File: src/design/msk_pkg.sv
// ----------------------------------------------------------------------------
// Minimum-tracking stack package
// Shared widths, codes and word types for the minimum-tracking stack.
// ----------------------------------------------------------------------------
`timescale 1ns / 1ps
`default_nettype none

package msk_pkg;

    // Field widths.
    localparam int VAL_W  = 32;
    localparam int WORD_W = 34;
    localparam int CNT_W  = 11;
    localparam int STATUS_W = 2;

    // Default number of stack entries.
    localparam int STACK_DEPTH_DEFAULT = 1024;

    // Operation codes.
    localparam logic ACT_PUSH = 1'b0;
    localparam logic ACT_POP  = 1'b1;

    // Status codes.
    localparam logic [STATUS_W-1:0] ST_OK    = 2'd0;
    localparam logic [STATUS_W-1:0] ST_FULL  = 2'd1;
    localparam logic [STATUS_W-1:0] ST_EMPTY = 2'd2;

    // One input word.
    typedef struct packed {
        logic                    action;
        logic signed [VAL_W-1:0] value;
    } t_in_word;

    // One result word.
    typedef struct packed {
        logic signed [VAL_W-1:0] top_value;
        logic signed [VAL_W-1:0] min_value;
        logic [CNT_W-1:0]        entry_count;
        logic [STATUS_W-1:0]     status;
    } t_out_word;

    // Shift command broadcast along the row of cells.
    typedef struct packed {
        logic push;
        logic pop;
    } t_shift;

endpackage : msk_pkg

`default_nettype wire

File: src/design/msk_cell.sv
// ----------------------------------------------------------------------------
// Minimum-tracking stack cell
// Holds one encoded stack entry and moves it one place down on a push or one
// place up on a pop.
// ----------------------------------------------------------------------------
`timescale 1ns / 1ps
`default_nettype none

module msk_cell (
    input  wire                                   i_clk,
    input  wire msk_pkg::t_shift                  i_shift,
    input  wire logic signed [msk_pkg::WORD_W-1:0] i_from_up,
    input  wire logic signed [msk_pkg::WORD_W-1:0] i_from_down,
    output logic signed [msk_pkg::WORD_W-1:0]      o_word
);
    import msk_pkg::*;

    logic signed [WORD_W-1:0] r_word;
    logic signed [WORD_W-1:0] n_word;

    // A push takes the entry above, a pop takes the entry below.
    always_comb begin
        n_word = r_word;
        if (i_shift.push) begin
            n_word = i_from_up;
        end else if (i_shift.pop) begin
            n_word = i_from_down;
        end
    end

    always_ff @(posedge i_clk) begin
        r_word <= n_word;
    end

    assign o_word = r_word;

endmodule : msk_cell

`default_nettype wire

File: config.mk
export PLATFORM = sky130hd
export DESIGN_NAME = msk_cell
export DESIGN_NICKNAME = d
export VERILOG_FILES = /design/src/design/msk_pkg.sv /design/src/design/msk_cell.sv
export SDC_FILE = /design/constraint.sdc
export NUM_CORES = 1
export LEC_CHECK = 0
export ABC_AREA = 1
export BUFFER_PORTS_ARGS = -buffer_cell sky130_fd_sc_hd__buf_2
export CORE_MARGIN = 8
export CORE_UTILIZATION = 25
export CTS_CLUSTER_SIZE = 12
export DETAILED_ROUTE_END_ITERATION = 8
export GPL_TIMING_DRIVEN = 0
export PLACE_DENSITY_LB_ADDON = 0.12
export SYNTH_ARGS = -nofsm -noshare
export SYNTH_HDL_FRONTEND = slang
export SYNTH_SLANG_ARGS = --single-unit
File: constraint.sdc
create_clock -name i_clk -period 1 [get_ports i_clk]
set_input_delay 0.1 -clock i_clk [delete_from_list [all_inputs] [get_ports i_clk]]
set_output_delay 0.1 -clock i_clk [all_outputs]
set_load 0.005 [all_outputs]
==> qor.csv <==
stage;metric;value;unit
routing;drtPass1Iterations;7;
sta;whs;79.0;ps
setup_path;timing.critical_path.from_type;register;
cts;cts_max_path_bufs;2;
place;postPlaceCellArea;0.00213;mm^2
routing;post_drt_wl_per_cell;13.1;um
floorplan;num_rows;28;
cells_and_area;finish.net_count;326;
grt;grt_first_pass_wirelength;6.49;mm
setup_path;worst_setup_path_end_kind;primary output;
cts;tritoncts;yes;
cts;cts.root.buffer_cell;sky130_fd_sc_hd__clkbuf_8;
sta;max_clock_freq;1110;MHz
cts;cts.repair.resized;0;
cells_and_area;stdcell_area;0.00221;mm^2
min_path;worstHoldPathType;in2reg;
sta;post-route-period-util;0.903;
min_path;hold_path.startpoint;i_from_down[27];
cells_and_area;antenna_cells_inserted;0;
cts;htreeDepth;2;
setup_path;setup.worst_path.class;reg2out;
yosys;synth_area;0.00152;mm^2
cells_and_area;sequential_cell_area;0.00102;mm^2
grt;largest_net_degree_at_the_start_of_global_routing;35;
sta;finalWorstPathRequiredPeriod;903;ps
routing;post_drt_via_cell_ratio;4.01;
run_status;outcome;completed;
routing;antenna_left;0;
setup_path;crit_arrival;800;ps
place;detailedPlacementHpwl;3.37;mm
sta;unrepaired_setup_endpoints_after_global_routing;no;
routing;drt_wl_total;4.34;mm
floorplan;floorplan.initialDensity;0.258;
cells_and_area;flip_flop_count_of_the_largest_register_after_layout;34;
setup_path;timing.critical_path.from;o_word[0]$_DFFE_PP_;
grt;globalRouteTotalUtil;0.0947;
sta;final_max_slew_viol_count;0;
cells_and_area;multiInputGateArea;417;um^2
floorplan;core_region_area;0.00589;mm^2
run;maxCapViolCount;0;
routing;routed-via-count;1328;
cells_and_area;fillCellCount;646;
setup_path;timing.critical_path.fanout_max;1;
routing;dr.first_iter.drc_count;32;
pwr;power.density;1480;mW/mm^2
floorplan;dieWidth;93.9;um
floorplan;io_pins;105;
sta;worst_slew_margin_rel;0.669;
yosys;synthDistinctLibCells;8;
yosys;syn-instance-count;145;
sta;timing_worst_slew_pin_value;497;ps
cts;clock_tree_sinks;34;
yosys;synth_area_per_cell;10.5;um^2
pwr;leakagePower;1.15;nW
setup_path;worst-endpoint-required;900;ps
setup_path;family_of_cells_with_the_greatest_summed_delay_on_the_critical_path;flip-flops;
place;placement.io_buffers;103;
cts;post_cts_buffers;0;
grt;number_of_antenna_violations_at_the_first_check_in_global_routing;0;
cts;cts.clk_slew.worst_paths;70;ps
setup_path;timing.critical_path.cells;buf_2;
setup_path;crit_buf_inv;1;
setup_path;cpPeakStageDelay;380;ps
place;routabilityCongestion;0.715;
cells_and_area;final_layout_size_suffix_gt1_frac;0.496;
setup_path;cp_slowest_cell;sky130_fd_sc_hd__edfxtp_1;
yosys;yosys_warnings;0;
sta;final_setup_violating_endpoints;0;
floorplan;dieArea;0.00882;mm^2
cts;cts_hold_buffers;0;
cts;cts_made_buffers;5;
floorplan;die_height;93.9;um
yosys;synth-seq-area-share;0.673;
sta;finalHoldViolCount;0;
yosys;postSynthRegisterBits;34;
pwr;power.ir.vdd_worst;500;uV
grt;number_of_global_route_vias_before_repair;1348;
yosys;synth_fp_nets;216;
grt;global_route.overflow_total;0;
cells_and_area;area.growth.synth_to_final;45.6;%
sta;totalNegativeSetupSlack;0;ps
routing;drc_errors;0;
-- per-stage QoR --
stage,std cells,total power [mW],util,setup WS [ps]
3_3_place_gp,323,2.36,0.362,-90.4
6_report,331,3.26,0.375,96.9
2_1_floorplan,145,2.02,-,88.0
4_1_cts,331,3.33,0.375,86.2
5_1_grt,331,3.45,0.375,52.7
3_5_place_dp,323,2.37,0.362,-99.8
-- layout make-up --
cell class | instances | area share
Buffer | 7 | 0.0323
Clock buffer | 5 | 0.0311
Clock inverter | 3 | 0.00510
Inverter | 1 | 0.00510
Multi-Input combinational cell | 103 | 0.189
Sequential cell | 34 | 0.462
Tap cell | 75 | 0.0425
Timing Repair Buffer | 103 | 0.233
-- cell usage after synthesis --
library cell / instances / share of area
sky130_fd_sc_hd__nand2_1: 92 / 0.23
sky130_fd_sc_hd__edfxtp_1: 34 / 0.67
sky130_fd_sc_hd__nand2_2: 10 / 0.041
sky130_fd_sc_hd__buf_4: 3 / 0.015
sky130_fd_sc_hd__buf_6: 3 / 0.022
sky130_fd_sc_hd__buf_8: 1 / 0.0099
sky130_fd_sc_hd__inv_8: 1 / 0.0074
sky130_fd_sc_hd__or2_2: 1 / 0.0041
-- routing by layer --
layer,track usage,up-vias,part of all wire
met1,0.102,574,0.39
met5,0,-,0
met4,0.0357,0,0.014
met3,0.0536,6,0.13
li1,-,682,-
met2,0.151,66,0.47
-- where the power goes --
| part | switching [mW] | leakage [nW] | internal (mW) | total, mW |
|---|---|---|---|---|
| registers | 0.0321 | 0.350 | 1.75 | 1.78 |
| logic | 0.261 | 0.761 | 0.271 | 0.533 |
| clock network | 0.486 | 0.0407 | 0.465 | 0.950 |
-- path summary, 6_finish.rpt --
kind	depth (start not counted)	slack [ps]	end
setup / recovery	1	100	o_word[0]
hold / removal	3	80	o_word[27]$_DFFE_PP_
-- logic make-up (layout without fill, tap and decap cells) --
group | Yosys count | in the layout | synth area share
and+or+nand+nor | 103 | 103 | 0.273
DFF | 34 | 34 | 0.673
buffers and inverters | 8 | 119 | 0.0544
-- cells in the final DEF, fill, tap and decap left out --
cell type                  netlist  layout
sky130_fd_sc_hd__or2_4           0       1
sky130_fd_sc_hd__clkbuf_8        0       5
sky130_fd_sc_hd__inv_8           1       1
sky130_fd_sc_hd__buf_2           0     103
sky130_fd_sc_hd__buf_4           3       3
sky130_fd_sc_hd__buf_6           3       3
sky130_fd_sc_hd__edfxtp_1       34      34
sky130_fd_sc_hd__nand2_1        92      92
sky130_fd_sc_hd__buf_8           1       1
sky130_fd_sc_hd__clkinv_1        0       3
sky130_fd_sc_hd__nand2_2        10      10
Power figures use the tool's default switching activity.
